### src/sv/ws2811_pixel_serializer_assert.svh
// assertion macros for the ws2811 pixel serializer
// depends on nothing; included by the top level
`ifndef WS2811_PIXEL_SERIALIZER_ASSERT_SVH
`define WS2811_PIXEL_SERIALIZER_ASSERT_SVH

`ifndef SYNTH
`define WS_ASSERT_IMP(lbl, clk, rstn, ante, cons) \
  lbl: assert property (@(posedge clk) disable iff (!rstn) (ante) |-> (cons)) \
    else $error("assertion failed");
`define WS_ASSERT_NXT(lbl, clk, rstn, ante, cons) \
  lbl: assert property (@(posedge clk) disable iff (!rstn) (ante) |=> (cons)) \
    else $error("assertion failed");
`else
`define WS_ASSERT_IMP(lbl, clk, rstn, ante, cons)
`define WS_ASSERT_NXT(lbl, clk, rstn, ante, cons)
`endif

`endif

### src/sv/ws2811ps_pkg.sv
// shared types and constants of the ws2811 pixel serializer
// depends on nothing
package ws2811ps_pkg;

  localparam int unsigned TickW = 10;
  localparam int unsigned ColorW = 8;
  localparam int unsigned ShiftW = 3 * ColorW;
  localparam int unsigned BitsW = 5;
  localparam int unsigned CfgIdxW = 2;

  localparam int unsigned QueueDepth = 4;
  localparam int unsigned QueuePtrW = $clog2(QueueDepth);
  localparam int unsigned QueueCntW = QueuePtrW + 1;
  localparam logic [QueueCntW-1:0] QueueFull = QueueCntW'(QueueDepth);

  localparam logic [BitsW-1:0] BitsPerPixel = 5'd24;

  localparam logic [TickW-1:0] OneHighRst = 10'd96;
  localparam logic [TickW-1:0] OneLowRst = 10'd104;
  localparam logic [TickW-1:0] ZeroHighRst = 10'd40;
  localparam logic [TickW-1:0] ZeroLowRst = 10'd160;

  typedef enum logic {
    OP_LOAD = 1'b0,
    OP_TICK = 1'b1
  } op_e;

  typedef enum logic [CfgIdxW-1:0] {
    CFG_ONE_HIGH = 2'd0,
    CFG_ONE_LOW = 2'd1,
    CFG_ZERO_HIGH = 2'd2,
    CFG_ZERO_LOW = 2'd3
  } cfg_idx_e;

  typedef struct packed {
    logic [TickW-1:0] one_high;
    logic [TickW-1:0] one_low;
    logic [TickW-1:0] zero_high;
    logic [TickW-1:0] zero_low;
  } cfg_t;

  typedef struct packed {
    logic line_level;
    logic busy_res;
    logic accepted;
    logic pixel_done;
  } result_t;

endpackage

### src/sv/ws2811ps_core.sv
// bit timing and shift state of the ws2811 pixel serializer
// depends on ws2811ps_pkg
module ws2811ps_core (
  input  logic                                clk_i,
  input  logic                                rst_ni,
  input  logic                                valid_i,
  input  ws2811ps_pkg::op_e                   op_i,
  input  logic [ws2811ps_pkg::ColorW-1:0]     red_i,
  input  logic [ws2811ps_pkg::ColorW-1:0]     green_i,
  input  logic [ws2811ps_pkg::ColorW-1:0]     blue_i,
  input  ws2811ps_pkg::cfg_t                  cfg_i,
  output ws2811ps_pkg::result_t               res_o
);

  logic [ws2811ps_pkg::ShiftW-1:0] shift_q, shift_d;
  logic [ws2811ps_pkg::BitsW-1:0]  bits_q, bits_d;
  logic [ws2811ps_pkg::TickW-1:0]  count_q, count_d;
  logic                            high_q, high_d;
  logic                            active_q, active_d;

  logic [ws2811ps_pkg::TickW-1:0]  count_inc;
  logic [ws2811ps_pkg::TickW-1:0]  phase_len;
  logic [ws2811ps_pkg::BitsW-1:0]  bits_dec;
  logic                            cur_bit;

  assign cur_bit   = shift_q[ws2811ps_pkg::ShiftW-1];
  assign count_inc = count_q + 1'b1;
  assign bits_dec  = bits_q - 1'b1;

  always_comb begin
    if (high_q) begin
      phase_len = cur_bit ? cfg_i.one_high : cfg_i.zero_high;
    end else begin
      phase_len = cur_bit ? cfg_i.one_low : cfg_i.zero_low;
    end
  end

  always_comb begin
    shift_d  = shift_q;
    bits_d   = bits_q;
    count_d  = count_q;
    high_d   = high_q;
    active_d = active_q;
    res_o.line_level = active_q & high_q;
    res_o.accepted   = 1'b0;
    res_o.pixel_done = 1'b0;
    if (valid_i) begin
      case (op_i)
        ws2811ps_pkg::OP_LOAD: begin
          if (!active_q) begin
            shift_d  = {blue_i, red_i, green_i};
            bits_d   = ws2811ps_pkg::BitsPerPixel;
            count_d  = '0;
            high_d   = 1'b1;
            active_d = 1'b1;
            res_o.accepted = 1'b1;
          end
        end
        ws2811ps_pkg::OP_TICK: begin
          if (active_q) begin
            count_d = count_inc;
            if (count_inc >= phase_len) begin
              count_d = '0;
              if (high_q) begin
                high_d = 1'b0;
              end else begin
                shift_d = {shift_q[ws2811ps_pkg::ShiftW-2:0], 1'b0};
                bits_d  = bits_dec;
                if (bits_dec == '0) begin
                  active_d = 1'b0;
                  res_o.pixel_done = 1'b1;
                end else begin
                  high_d = 1'b1;
                end
              end
            end
          end
        end
        default: begin
        end
      endcase
    end
    res_o.busy_res = active_d;
  end

  always_ff @(posedge clk_i or negedge rst_ni) begin
    if (!rst_ni) begin
      shift_q  <= '0;
      bits_q   <= '0;
      count_q  <= '0;
      high_q   <= 1'b0;
      active_q <= 1'b0;
    end else begin
      shift_q  <= shift_d;
      bits_q   <= bits_d;
      count_q  <= count_d;
      high_q   <= high_d;
      active_q <= active_d;
    end
  end

endmodule

### src/sv/ws2811_pixel_serializer.sv
// top level of the ws2811 pixel serializer: input register, config registers, result queue
// depends on ws2811ps_pkg, ws2811ps_core and ws2811_pixel_serializer_assert.svh
//
// usage
// - input channel (in_valid_i / in_stall_o) carries one beat per item: op_i selects a
//   pixel load (red_i, green_i, blue_i) or one tick of waveform time
// - output channel (out_valid_o / out_stall_i) returns exactly one result beat per item:
//   line level, busy flag, load taken flag and end-of-pixel flag
// - config channel (cfg_valid_i / cfg_ready_o) writes the four phase lengths, counted in
//   tick items, indexed by cfg_index_i; cfg_ready_o is always high
// - each result passes the input register and then the result queue on its way out
// - throughput is one item per cycle unless stalled; the input register feeds the timing
//   logic, and the result lands in a four-entry queue whose fill level sets in_stall_o
// - in_stall_o rises only when the queue plus the item in the input register reach
//   four, so a stalled receiver backs up into the sender without losing beats
// - reset clears the queue and the serializer state, idles the line low and loads the
//   default phase lengths; the block takes items in the first cycle after reset
`include "ws2811_pixel_serializer_assert.svh"

module ws2811_pixel_serializer (
  input  logic                                 clk_i,
  input  logic                                 rst_ni,
  input  logic                                 in_valid_i,
  output logic                                 in_stall_o,
  input  logic                                 op_i,
  input  logic [ws2811ps_pkg::ColorW-1:0]      red_i,
  input  logic [ws2811ps_pkg::ColorW-1:0]      green_i,
  input  logic [ws2811ps_pkg::ColorW-1:0]      blue_i,
  output logic                                 out_valid_o,
  input  logic                                 out_stall_i,
  output logic                                 line_level_o,
  output logic                                 busy_res_o,
  output logic                                 accepted_o,
  output logic                                 pixel_done_o,
  input  logic                                 cfg_valid_i,
  output logic                                 cfg_ready_o,
  input  logic [ws2811ps_pkg::CfgIdxW-1:0]     cfg_index_i,
  input  logic [ws2811ps_pkg::TickW-1:0]       cfg_data_i
);

  logic                              in_valid_q;
  ws2811ps_pkg::op_e                 op_q;
  logic [ws2811ps_pkg::ColorW-1:0]   red_q, green_q, blue_q;
  logic                              in_accept;

  ws2811ps_pkg::cfg_t                cfg_q, cfg_d;

  ws2811ps_pkg::result_t             res;
  ws2811ps_pkg::result_t             queue_q [ws2811ps_pkg::QueueDepth];
  ws2811ps_pkg::result_t             head;
  logic [ws2811ps_pkg::QueuePtrW-1:0] wr_ptr_q, rd_ptr_q;
  logic [ws2811ps_pkg::QueueCntW-1:0] count_q, count_d;
  logic [ws2811ps_pkg::QueueCntW-1:0] occupancy;
  logic                              push, pop;

  // input register
  assign occupancy  = count_q + {{ws2811ps_pkg::QueuePtrW{1'b0}}, in_valid_q};
  assign in_stall_o = occupancy >= ws2811ps_pkg::QueueFull;
  assign in_accept  = in_valid_i & ~in_stall_o;

  always_ff @(posedge clk_i or negedge rst_ni) begin
    if (!rst_ni) begin
      in_valid_q <= 1'b0;
    end else begin
      in_valid_q <= in_accept;
    end
  end

  always_ff @(posedge clk_i) begin
    if (in_accept) begin
      op_q    <= ws2811ps_pkg::op_e'(op_i);
      red_q   <= red_i;
      green_q <= green_i;
      blue_q  <= blue_i;
    end
  end

  // config registers
  assign cfg_ready_o = 1'b1;

  always_comb begin
    cfg_d = cfg_q;
    if (cfg_valid_i) begin
      case (ws2811ps_pkg::cfg_idx_e'(cfg_index_i))
        ws2811ps_pkg::CFG_ONE_HIGH:  cfg_d.one_high  = cfg_data_i;
        ws2811ps_pkg::CFG_ONE_LOW:   cfg_d.one_low   = cfg_data_i;
        ws2811ps_pkg::CFG_ZERO_HIGH: cfg_d.zero_high = cfg_data_i;
        ws2811ps_pkg::CFG_ZERO_LOW:  cfg_d.zero_low  = cfg_data_i;
        default: begin
        end
      endcase
    end
  end

  always_ff @(posedge clk_i or negedge rst_ni) begin
    if (!rst_ni) begin
      cfg_q.one_high  <= ws2811ps_pkg::OneHighRst;
      cfg_q.one_low   <= ws2811ps_pkg::OneLowRst;
      cfg_q.zero_high <= ws2811ps_pkg::ZeroHighRst;
      cfg_q.zero_low  <= ws2811ps_pkg::ZeroLowRst;
    end else begin
      cfg_q <= cfg_d;
    end
  end

  ws2811ps_core u_core (
    .clk_i   (clk_i),
    .rst_ni  (rst_ni),
    .valid_i (in_valid_q),
    .op_i    (op_q),
    .red_i   (red_q),
    .green_i (green_q),
    .blue_i  (blue_q),
    .cfg_i   (cfg_q),
    .res_o   (res)
  );

  // result queue
  assign push        = in_valid_q;
  assign out_valid_o = count_q != '0;
  assign pop         = out_valid_o & ~out_stall_i;
  assign head        = queue_q[rd_ptr_q];

  assign line_level_o = head.line_level;
  assign busy_res_o   = head.busy_res;
  assign accepted_o   = head.accepted;
  assign pixel_done_o = head.pixel_done;

  always_comb begin
    count_d = count_q;
    if (push && !pop) begin
      count_d = count_q + 1'b1;
    end else if (pop && !push) begin
      count_d = count_q - 1'b1;
    end
  end

  always_ff @(posedge clk_i or negedge rst_ni) begin
    if (!rst_ni) begin
      wr_ptr_q <= '0;
      rd_ptr_q <= '0;
      count_q  <= '0;
    end else begin
      if (push) begin
        wr_ptr_q <= wr_ptr_q + 1'b1;
      end
      if (pop) begin
        rd_ptr_q <= rd_ptr_q + 1'b1;
      end
      count_q <= count_d;
    end
  end

  always_ff @(posedge clk_i) begin
    if (push) begin
      queue_q[wr_ptr_q] <= res;
    end
  end

  `WS_ASSERT_IMP(a_queue_bound, clk_i, rst_ni, 1'b1, occupancy <= ws2811ps_pkg::QueueFull)
  `WS_ASSERT_IMP(a_done_idle, clk_i, rst_ni, push && res.pixel_done, !res.busy_res)
  `WS_ASSERT_IMP(a_load_busy, clk_i, rst_ni, push && res.accepted, res.busy_res)
  `WS_ASSERT_NXT(a_push_seen, clk_i, rst_ni, push, out_valid_o)

endmodule

### config.mk
export PLATFORM = sky130hd
export DESIGN_NAME = ws2811_pixel_serializer
export DESIGN_NICKNAME = d
export VERILOG_FILES = /design/src/sv/ws2811ps_pkg.sv /design/src/sv/ws2811ps_core.sv /design/src/sv/ws2811_pixel_serializer.sv
export VERILOG_INCLUDE_DIRS = /design/src /design/src/sv
export SDC_FILE = /design/constraint.sdc
export NUM_CORES = 1
export LEC_CHECK = 0
export BUFFER_PORTS_ARGS = -buffer_cell sky130_fd_sc_hd__buf_2
export CAP_MARGIN = 20
export CORE_MARGIN = 5
export CORE_UTILIZATION = 46
export CTS_CLUSTER_SIZE = 25
export DETAILED_ROUTE_END_ITERATION = 16
export GPL_ROUTABILITY_DRIVEN = 0
export PLACE_DENSITY_LB_ADDON = 0.12
export SYNTH_ARGS = -nofsm -noshare
export SYNTH_HDL_FRONTEND = slang
export SYNTH_SLANG_ARGS = --single-unit
### constraint.sdc
create_clock -name clk_i -period 3.05 [get_ports clk_i]
set_clock_uncertainty 0.2 [all_clocks]
set_input_delay 0.1525 -clock clk_i [delete_from_list [all_inputs] [get_ports clk_i]]
set_output_delay 0.1525 -clock clk_i [all_outputs]
set_load 0.01 [all_outputs]
# Word-level counts from Yosys, hierarchy flattened
# Memories as Yosys holds them, arrays and structs flattened.
# Index checks and enable logic that the tools add are counted.
dict set report totals {
  ff_bits 114
  ram_bits 16
  n_memories 1
  output_inout_bits 7
  in_bits 42
  wordCells 95
}
dict set report classes {
  reduce_logical 15
  n_addsub 7
  eq_ne 7
  order_cmp 2
  mux 40
  bitwise_logic 6
}
# name words word_bits read_ports rd_ports_with_merged_regs write_ports line
set memory_table {}
lappend memory_table {queue_q 4 4 1 0 1 ws2811_pixel_serializer.sv:49} ;# ws2811ps_pkg::result_t queue_q [ws2811ps_pkg::QueueDepth];
# cell count
set ops {}
lappend ops {{$mux W24} 4}
lappend ops {{$mux W10} 6}
lappend ops {{$pmux W24 S2} 1}
lappend ops {{$mux W5} 4}
lappend ops {{$pmux W10 S2} 1}
lappend ops {{$mux W1} 18}
lappend ops {{$add A10 B1 Y10 const B} 1}
lappend ops {{$ge A10 B10 Y1} 1}
lappend ops {{$pmux W5 S2} 1}
lappend ops {{$reduce_and A2 Y1} 4}
lappend ops {{$mux W3} 2}
lappend ops {{$logic_not A5 Y1} 1}
lappend ops {{$reduce_and A5 Y1} 1}
lappend ops {{$sub A5 B1 Y5 const B} 1}
lappend ops {{$add A2 B1 Y2 const B} 2}
lappend ops {{$eq A2 B2 Y1 const B} 2}
lappend ops {{$ne A2 B1 Y1 const B} 2}
lappend ops {{$ne A2 B2 Y1 const B} 2}
lappend ops {{$pmux W1 S2} 2}
lappend ops {{$reduce_and A4 Y1} 1}
lappend ops {{$add A3 B1 Y3} 1}
lappend ops {{$add A3 B1 Y3 const B} 1}
lappend ops {{$and A1 B1 Y1} 3}
lappend ops {{$ge A3 B3 Y1 const B} 1}
lappend ops {{10 further kinds} 14}

# Logic depth before layout (Yosys ltp)
# Gate-level depths: netlist (run 1).
dict set report depth {
  word_depth 8
  mapped_depth 12
  ltp_nobuf 10
}

# Hierarchy
# From an unflattened synthesis (run 1), not the netlist that was laid out.
dict set report unflattened {
  hier_cells 416
  hier_area_um2 5995.8
}
# module area_each_um2 cells_per_inst seq_area_each_um2 instances
set modules_own_cells {}
lappend modules_own_cells {ws2811_pixel_serializer 3385.7 174 2443.6 1}
lappend modules_own_cells {ws2811ps_core 2610.0 242 1026.0 1}

# Worst setup path after synthesis (run 1)
# Ideal clock, no wire load.
dict set report synth_timing {
  path_kind {reg-to-reg}
  startpoint {register u_core.shift_q[23] in the netlist's numbering}
  endpoint {register u_core.shift_q[14] in the netlist's numbering}
  stages_incl_launch_ff 11
  t_arrival_ps 2544
  slack_ps 175
  setup_ps 131
  path_cell_list {dfrtp_1 -> buf_2 -> mux4_2 -> ha_1 -> nand2b_1 -> a211oi_1 -> nor3_1 -> buf_2 -> buf_4 -> o2111ai_1 -> nand3_1}
}
dict set report synth_between {
  elab_chain_cells 5
}
# item line
set synth_rtl {}
lappend synth_rtl {{start: declaration} ws2811ps_core.sv:15} ;# logic [ws2811ps_pkg::ShiftW-1:0] shift_q, shift_d;
lappend synth_rtl {{start signal: assignment} ws2811ps_core.sv:94} ;# shift_q <= shift_d;
lappend synth_rtl {{$mux W10, on equally long branches} {ws2811ps_core.sv:34, ws2811ps_core.sv:32}}
lappend synth_rtl {{$mux W10 *} ws2811ps_core.sv:31} ;# if (high_q) begin
lappend synth_rtl {{$ge A10 B10 Y1 *} ws2811ps_core.sv:62} ;# if (count_inc >= phase_len) begin
lappend synth_rtl {{$ne A2 B1 Y1 (no source line) *} -}
lappend synth_rtl {{$reduce_and A5 Y1 (no source line) *} -}
# Every way passes the cells marked *; elsewhere a longest branch is shown, timed or not.
# A chain may end at the register's enable or synchronous reset.

# Final worst setup path (run 1)
dict set report layout_timing {
  startpoint {register u_core.shift_q[23] in the netlist's numbering}
  endpoint {register u_core.high_q}
}
dict set report layout_between {
  elab_chain_cells 5
}
# item line
set layout_rtl {}
lappend layout_rtl {{$mux W10, on equally long branches} {ws2811ps_core.sv:34, ws2811ps_core.sv:32}}
lappend layout_rtl {{$mux W10 *} ws2811ps_core.sv:31}
lappend layout_rtl {{$ge A10 B10 Y1 *} ws2811ps_core.sv:62}
lappend layout_rtl {{$ne A2 B1 Y1 (no source line) *} -}
lappend layout_rtl {{$reduce_and A4 Y1 (no source line) *} -}
lappend layout_rtl {{end signal: assignment} ws2811ps_core.sv:97} ;# high_q <= high_d;
lappend layout_rtl {{end: declaration} ws2811ps_core.sv:18} ;# logic high_q, high_d;
# Marked as above.

==> flow_summary.ini, run 1 <==
[timing]
drv_slew = 0
worstMarginPinSlew_ps = 623.2
hold_violations = 0
slew_headroom_pct = 58.34
finalSetupViolCount = 0
period_share_pct = 97.65
holdWs_ps = 38.05
finalCriticalPeriod_ps = 2978
max_freq_ghz = 0.3358
rsz0062_at_grt = yes

[placed_design]
postPlaceCellArea_um2 = 6845
place_hpwl_um = 8860
portBuffers = 47
placedCellCount = 705

[hold_path]
hp-class = in -> reg
hp-start = in_valid_i
worstHoldEndpoint = in_valid_q
holdPathStages = 4

[die]
dieArea_um2 = 16120
initial_core_util_pct = 47.13
io_pins = 49
chipHeight_um = 126.9
die_w_um = 126.9
rows = 42
core_area_um2 = 13350

[global_routing]
antenna_found_initial = 0
grt_use_total_pct = 17.94
grt_overflow_total = 0
grt_pass1_vias = 4480
grt_max_degree = 48
grt_pass1_wl_um = 23030

[final_layout]
regArea_um2 = 3470
drive_above_1_share_pct = 31.56
nNetsFinal = 652
utilization_pct = 59.35
multi_input_area_um2 = 2639
stdcell_count = 778
syn_to_final_growth_pct = 25.91
fill_cells = 1098
diodes = 0
fin_area_um2 = 7921

[cts]
clk_path_buf_depth = 2
cts_tree = built
clkSinkCount = 130
clk_pin_slew_ps = 60
insertion_delay_ps = 420
cts-root-buf = clkbuf_16
cts_inserted_buffers = 17
ctsHtreeMaxLevel = 4

[route]
via_count = 4347
first_pass_iters = 5
wl_per_cell_um = 17.33
drt.antenna.violating_nets = 0
drtIter0Drc = 283
wirelength_um = 13480
vias_per_cell = 5.587
drc = 0

[setup_path]
reg2reg_setup_slack_ps = 70
crit_path_start_kind = flop
critPathArrivalTime_ps = 3080
cp-end-kind = flop
cp.required_ps = 3150
path_max_fanout = 13
r2r_end = u_core.high_q
criticalPathCategory = reg -> reg
r2r_cells = 10
r2r-start = u_core.shift_q[23]

[pwr]
totalPowerFinal_uw = 5410
powerDensity_nw_per_um2 = 683.0
p_leak_uw = 0.003261
ir_worst_vdd_mv = 0.4219

[status]
status = finished clean

[synthesis]
synth_ff_type = dfrtp_1
async_flop_share_pct = 68.46
synth-edff-count = 41
avgSynthCellArea_um2 = 12.84
synth_most_common_cell = dfrtp_1
ys_ff_latch = 130
yosysSeqAreaShare_pct = 55.15
synth.area.top_cells = dfrtp_1 32%, edfxtp_1 20%, mux2_2 7.3%
syn_nets = 553
yosys.area.top_type = dfrtp_1
synth_top_area_share_pct = 31.82
syn_inst = 490
synth.top_cells.by_count = 80 x dfrtp_1, 41 x edfxtp_1, 41 x mux2_2
ys_types = 63
syn_area_um2 = 6291
yosysWarnings = 0

[run]
max-cap-violations = 0
[power by group]
part	internal [uW]	switching [uW]	leakage [uW]	total [uW]
Combinational	517	542	0.00164	1060
Clock	1290	731	0.000290	2020
Sequential	2130	201	0.00133	2330
[metal layers]
metal / share of wire (%) / track usage [%] / vias up
li1: - / - / 2075
met1: 47 / 24.68 / 2151
met2: 47 / 27.27 / 102
met3: 4.7 / 4.834 / 19
met4: 1.6 / 6.940 / 0
met5: 0 / 0 / -
[through the flow]
step	TNS [ps]	setup WS, ps
after detailed placement	0	51.12
after CTS	0	17.75
after global placement	0	32.20
final	0	71.69
after global routing	-281.8	-41.91
after floorplan	0	175.0
[state kept, by name, summed over array words and instances, names as in the netlist]
register,count
u_core.shift_q,24
u_core.high_q,1
u_core.bits_q,5
cfg_q,40
blue_q,8
rd_ptr_q,2
queue_q,16
u_core.count_q,10
in_valid_q,1
count_q,3
u_core.active_q,1
green_q,8
red_q,8
wr_ptr_q,2
op_q,1
[cells by family after synthesis]
logic type / after synthesis / synth area share (%)
flip-flops: 130 / 55.15
AND/OR/NAND/NOR: 119 / 10.64
AO/OA/AOI/OAI: 87 / 10.78
buffers and inverters: 59 / 4.176
multiplexers: 57 / 12.67
adder cells (fa/ha/maj): 21 / 4.296
XOR/XNOR: 16 / 2.228
other: 1 / 0.05961
[what timing repair did]
item                       CTS  global route
hold buffers                37             0
gates resized for setup      0            12
buffers inserted             0             4
setup endpoints to repair    0            33
hold endpoints to repair   110             0
[worst max-delay path, cell delays in order (launching register included)]
cell       delay (ps)
dfrtp_1           420
buf_12            140
mux4_2            500
inv_1             110
ha_1              280
a21oi_1           160
o21a_1            160
o31a_1            380
buf_12            200
a2111oi_2          70
a211o_1           250
[worst max path at each step]
stage	start	endpoint	slack (ps)	cells past startpoint
after floorplan	u_core.shift_q[23]	u_core.shift_q[14]	180	10
after global placement	u_core.shift_q[23]	u_core.shift_q[22]	30	9
after detailed placement	u_core.shift_q[23]	u_core.shift_q[22]	50	9
after CTS	u_core.shift_q[23]	u_core.shift_q[22]	20	9
after global routing	u_core.count_q[0]	u_core.high_q	-40	10
final	u_core.shift_q[23]	u_core.high_q	70	10
[cell usage in the layout (no fill, tap or decap), types with 3 or more instances in the layout]
| cell type | Yosys | routed |
|---|---|---|
| buf_2 | 8 | 46 |
| dfstp_2 | 9 | 9 |
| mux2_2 | 41 | 41 |
| nand3b_1 | 4 | 4 |
| buf_4 | 6 | 28 |
| clkbuf_16 | 0 | 20 |
| nand3_1 | 29 | 29 |
| dfrtp_1 | 80 | 80 |
| o311ai_1 | 3 | 3 |
| xor2_1 | 8 | 8 |
| nand2b_1 | 4 | 4 |
| and2_1 | 8 | 8 |
| buf_12 | 0 | 4 |
| a21oi_1 | 5 | 4 |
| ha_1 | 20 | 19 |
| or3_1 | 3 | 3 |
| edfxtp_1 | 41 | 41 |
| o21ai_0 | 11 | 11 |
| mux4_2 | 14 | 14 |
| dlygate4sd3_1 | 0 | 37 |
| nor2_1 | 5 | 4 |
| o2111ai_1 | 22 | 21 |
| nand4_1 | 25 | 25 |
| clkbuf_1 | 20 | 4 |
| inv_1 | 21 | 21 |
| and3_1 | 5 | 5 |
| nand2_1 | 22 | 22 |
| a22oi_1 | 23 | 23 |
| xnor2_1 | 8 | 7 |
[layout make-up]
class | instances | share of cell area, %
flip-flops and latches | 130 | 43.80
multi-input cells | 301 | 33.31
repair buffers | 117 | 11.53
clock buffers | 25 | 6.681
well taps | 176 | 2.780
inverters | 22 | 1.042
clock inverters | 7 | 0.8529
No activity file was read; power rests on OpenSTA's default activity.
==> inputs of run 2 (changes only) <==
--- a/config.mk
+++ b/config.mk
@@ -13,7 +13,7 @@
 export CTS_CLUSTER_SIZE = 25
 export DETAILED_ROUTE_END_ITERATION = 16
 export GPL_ROUTABILITY_DRIVEN = 0
-export PLACE_DENSITY_LB_ADDON = 0.12
+export PLACE_DENSITY = 0.75
 export SYNTH_ARGS = -nofsm -noshare
 export SYNTH_HDL_FRONTEND = slang
 export SYNTH_SLANG_ARGS = --single-unit
==> run 2 against run 1 <==
Non-clock buffer count is 4 higher. Flip-flop and latch count did not move. Power up 3.2%. Critical path depth is the same. Combinational power hardly changed. Largest power group unchanged.
==> flow_summary.ini, run 2 (synthesis results as in run 1) <==
[status]
status = finished clean

[pwr]
powerDensity_nw_per_um2 = 690.9
power.internal_uw = 4092
totalPowerFinal_uw = 5586
power_frac_comb_pct = 19.4
switchingPower_uw = 1494
switching_share_pct = 26.75
clockPowerShare_pct = 38.9
ir_worst_vdd_mv = 0.4409
p_seq_share_pct = 41.7
p_leak_uw = 0.003319

[final_layout]
largestRegisters = cfg_q: 40 flops, u_core.shift_q: 24 flops, queue_q: 16 flops
utilization_pct = 60.57
drive_above_1_share_pct = 33.17
final_common_cell = dfrtp_1
syn_to_final_growth_pct = 28.52
largest_reg_flops = 40
largest_register = cfg_q
nNetsFinal = 656
diodes = 0
final_cell_mix = 79 x dfrtp_1, 46 x buf_2, 41 x mux2_2, 41 x edfxtp_1, 38 x dlygate4sd3_1

[die]
chipHeight_um = 126.9
initial_core_util_pct = 47.13
io_pins = 49
dieArea_um2 = 16120
die_w_um = 126.9
core_area_um2 = 13350
rows = 42

[timing]
period_share_pct = 99.56
hold_violations = 0
worstMarginPinSlew_ps = 605.7
finalSetupViolCount = 0
drv_slew = 0
slew_headroom_pct = 59.50
max_freq_ghz = 0.3293
holdWs_ps = 42.47
finalCriticalPeriod_ps = 3037

[setup_path]
critPathArrivalTime_ps = 3090
crit_slowest_cell = dfrtp_1
criticalPathCategory = reg -> reg
crit_path_max_incr_delay_ps = 440
cp-end-kind = flop
crit_chain = and3_2 -> and3_1 -> xor2_2 -> ha_4 -> nand4_4 -> o31a_1 -> buf_4 -> buf_12 -> a2111oi_4 -> a311oi_2
cp.required_ps = 3100
path_max_fanout = 18
crit_path_start_kind = flop
reg2reg_setup_slack_ps = 10

[cts]
cts_tree = built
clk_path_buf_depth = 2
clk_pin_slew_ps = 60
ctsHtreeMaxLevel = 4
cts_inserted_buffers = 17
insertion_delay_ps = 410
cts-root-buf = clkbuf_16
clkSinkCount = 130

[route]
wirelength_um = 13610
wl_per_cell_um = 17.41
drc = 0
first_pass_iters = 5
wl_met2_um = 6823
drtIter0Drc = 372
dr.max_layer_used = met4
vias_per_cell = 5.721
wl_met1_um = 5767
wl_met3_um = 658
drt.antenna.violating_nets = 0
via_count = 4474

[global_routing]
antenna_found_initial = 0
grt_use_total_pct = 17.27
grt_overflow_total = 0
grt_pass1_vias = 4544
grt_pass1_wl_um = 22460
grt_max_degree = 87

[placed_design]
portBuffers = 47
place_hpwl_um = 8446

[hold_path]
hp-class = in -> reg

[run]
max-cap-violations = 0
## run 2: power by group through the flow
stage	sequential [uW]	clock [uW]	combinational [uW]
after global routing	2370	2280	1190
after detailed placement	2360	0	974
final	2330	2170	1080
after CTS	2330	2210	1040
after global placement	2350	0	921
after floorplan	2280	0	717
## run 2: metal layers
metal	vias up	track usage [%]
met4	0	7.886
li1	2086	-
met2	155	27.86
met3	30	3.825
met5	-	0
met1	2203	22.36
## run 2: final cells by class
| type | count | area (um^2) |
|---|---|---|
| sequential | 130 | 3471 |
| tap | 176 | 220.2 |
| clock buffer | 19 | 464.2 |
| timing repair buffer | 121 | 967.2 |
| inverter | 22 | 82.58 |
| fill | 1026 | 5263 |
| clock inverter | 13 | 181.4 |
| multi-input combinational | 301 | 2699 |
## run 2: worst max-delay path, delay by kind of cell (launching register included)
| family | cells | cell delay (ps) |
|---|---|---|
| AOI/OAI and AO/OA | 3 | 750 |
| DFF | 1 | 440 |
| buffers and inverters | 2 | 300 |
| xor gates and xnor gates | 1 | 180 |
| and+or+nand+nor | 3 | 680 |
| adders and majority gates | 1 | 310 |
## run 2: repair_timing
item / CTS / global route
hold endpoints to repair: 147 / 13
endpoints found under the setup margin: 33 / 41
buffers inserted: 1 / 12
gates resized for setup: 5 / 14
hold buffers: 37 / 1
pin swaps: 2 / 8
cloned: 0 / 1
## run 2: final timing paths
path                                    from  cells past startpoint            endpoint
setup / recovery           u_core.count_q[0]                     10    u_core.bits_q[3]
hold / removal                    in_valid_i                      4          in_valid_q
setup reg to reg           u_core.count_q[0]                     10    u_core.bits_q[3]
hold reg to reg             u_core.bits_q[4]                      1    u_core.bits_q[4]
max in group asynchronous             rst_ni                      5           cfg_q[35]
min in group asynchronous             rst_ni                      3  u_core.shift_q[19]
## run 2: metrics by stage
stage          std cells  TNS [ps]  worst slack (ps)  cell area (um^2)
2_1_floorplan        490         0             175.0              6291
3_3_place_gp         697    -26.94            -26.94              6785
3_5_place_dp         697     -1092            -160.2              6785
4_1_cts              767         0             9.253              7838
5_1_grt              782    -447.2            -74.22              8085
6_report             782         0             13.49              8085
==> inputs of run 3 (changes only) <==
--- a/config.mk
+++ b/config.mk
@@ -10,10 +10,13 @@
 export CAP_MARGIN = 20
 export CORE_MARGIN = 5
 export CORE_UTILIZATION = 46
+export CTS_BUF_LIST = sky130_fd_sc_hd__clkbuf_8
 export CTS_CLUSTER_SIZE = 25
 export DETAILED_ROUTE_END_ITERATION = 16
 export GPL_ROUTABILITY_DRIVEN = 0
+export MAX_ROUTING_LAYER = met4
 export PLACE_DENSITY = 0.75
+export RECOVER_POWER = 25
 export SYNTH_ARGS = -nofsm -noshare
 export SYNTH_HDL_FRONTEND = slang
 export SYNTH_SLANG_ARGS = --single-unit
==> run 3 against run 2 <==
Flip-flop and latch count stayed put. Global-route usage is 0.42 points higher. Design area is 3.2% lower. Critical path depth is 1 higher. Routed wire length is 3.3% lower. Combinational power hardly changed. Clock power is 24% lower. Critical endpoint unchanged. Highest routed layer unchanged. First-iteration DRC count is 18% lower.
==> flow_summary.ini, run 3 (synthesis results as in run 1) <==
[final_layout]
syn_to_final_growth_pct = 24.42
largest_register = cfg_q
nNetsFinal = 652
final_cell_mix = 79 x dfrtp_1, 43 x buf_2, 41 x mux2_2, 41 x edfxtp_1, 39 x dlygate4sd3_1
diodes = 0
utilization_pct = 58.64
regArea_um2 = 3471
largestRegisters = cfg_q: 40 flops, u_core.shift_q: 24 flops, queue_q: 16 flops
largest_reg_flops = 40
multi_input_area_um2 = 2676
drive_above_1_share_pct = 31.73
fill_cells = 1068
final_common_cell = dfrtp_1

[setup_path]
r2r_cells = 11
critPathArrivalTime_ps = 3070
cp.required_ps = 3130
criticalPathCategory = reg -> reg
reg2reg_setup_slack_ps = 60
r2r_end = u_core.bits_q[3]
crit_path_start_kind = flop
cp-end-kind = flop
path_max_fanout = 18
r2r-start = u_core.count_q[5]

[cts]
cts-root-buf = clkbuf_8
insertion_delay_ps = 450
clkSinkCount = 130
clk_pin_slew_ps = 70
cts_tree = built
ctsHtreeMaxLevel = 4
clk_path_buf_depth = 2
cts_inserted_buffers = 17

[route]
drt.antenna.violating_nets = 0
wl_per_cell_um = 16.92
drc = 0
vias_per_cell = 5.748
first_pass_iters = 5
wl_met1_um = 5543
via_count = 4472
wl_met2_um = 6560
dr.max_layer_used = met4
wirelength_um = 13160
wl_met3_um = 751
drtIter0Drc = 306

[timing]
finalCriticalPeriod_ps = 2991
drv_slew = 0
worstMarginPinSlew_ps = 608.0
slew_headroom_pct = 59.35
finalSetupViolCount = 0
rsz0062_at_grt = yes
hold_violations = 0
max_freq_ghz = 0.3344
holdWs_ps = 137.8
timing.setup.tns_ps = 0
period_share_pct = 98.06

[pwr]
ir_worst_vdd_mv = 0.3912
switching_share_pct = 27.99
p_seq_share_pct = 46.0
powerDensity_nw_per_um2 = 646.3
power.internal_uw = 3643
p_leak_uw = 0.003192
switchingPower_uw = 1416
power_frac_comb_pct = 21.2
clockPowerShare_pct = 32.9
totalPowerFinal_uw = 5059

[die]
io_pins = 49
initial_core_util_pct = 47.13
die_w_um = 126.9
dieArea_um2 = 16120
core_area_um2 = 13350
chipHeight_um = 126.9
rows = 42

[global_routing]
grt_pass1_vias = 4504
antenna_found_initial = 0
grt_max_degree = 87
grt_pass1_wl_um = 22310
grt_use_total_pct = 17.69
grt_overflow_total = 0

[hold_path]
worstHoldEndpoint = cfg_q[39]
hp-start = cfg_index_i[0]
holdPathStages = 4
hp-class = in -> reg

[placed_design]
place_hpwl_um = 8446
portBuffers = 47

[status]
status = finished clean

[run]
max-cap-violations = 0
==> run 3: worst max path at each step <==
stage / from / slack [ps] / to / cells past startpoint
2_1_floorplan: u_core.shift_q[23] / 180 / u_core.shift_q[14] / 10
3_5_place_dp: u_core.count_q[0] / -160 / u_core.bits_q[0] / 9
5_1_grt: u_core.count_q[5] / -40 / u_core.bits_q[3] / 12
6_report: u_core.count_q[5] / 60 / u_core.bits_q[3] / 11
4_1_cts: u_core.count_q[4] / 5 / u_core.count_q[2] / 11
3_3_place_gp: u_core.count_q[0] / -30 / u_core.bits_q[0] / 9
==> run 3: power groups by stage <==
stage               Clock, uW  Sequential, uW  Combinational, uW
floorplan                   0            2280                717
global placement            0            2350                921
detailed placement          0            2360                974
CTS                      1690            2330               1030
global route             1770            2360               1180
finish                   1660            2320               1070
==> run 3: per-stage QoR <==
step	area [um^2]	std cells	worst slack, ps
2_1_floorplan	6291	490	175.0
3_3_place_gp	6785	697	-26.94
3_5_place_dp	6785	697	-160.2
4_1_cts	7661	768	5.463
5_1_grt	7828	778	-43.22
6_report	7828	778	59.20
==> run 3: routing by layer <==
layer / GRT usage [%] / vias up
met4: 7.950 / 0
met5: - / -
met2: 27.86 / 165
met3: 3.531 / 24
li1: - / 2071
met1: 22.23 / 2212
==> run 3: layout make-up <==
class / instances / share of cell area (%)
timing repair buffer: 117 / 11.73
inverter: 22 / 1.055
sequential: 130 / 44.34
tap: 176 / 2.813
multi-input combinational: 301 / 34.19
clock buffer: 18 / 3.165
clock inverter: 14 / 2.701
==> run 3: critical path, stage by stage (launching register included) <==
cell       delay (ps)
dfrtp_1           380
and3_4            210
and3_1            200
nand3_1           140
xnor2_2           200
ha_4              300
nand4_4           140
o31a_1            290
buf_4             150
buf_12            140
a2111oi_2         360
a311oi_1          100
==> run 3: timing repair <==
action                                  in CTS  in global routing
cloned                                       0                  0
pin swaps                                    1                  7
buffers inserted                             1                  8
gates resized for setup                      5                 11
hold buffers                                38                  1
hold endpoints to repair                   149                 23
endpoints found under the setup margin      33                 48
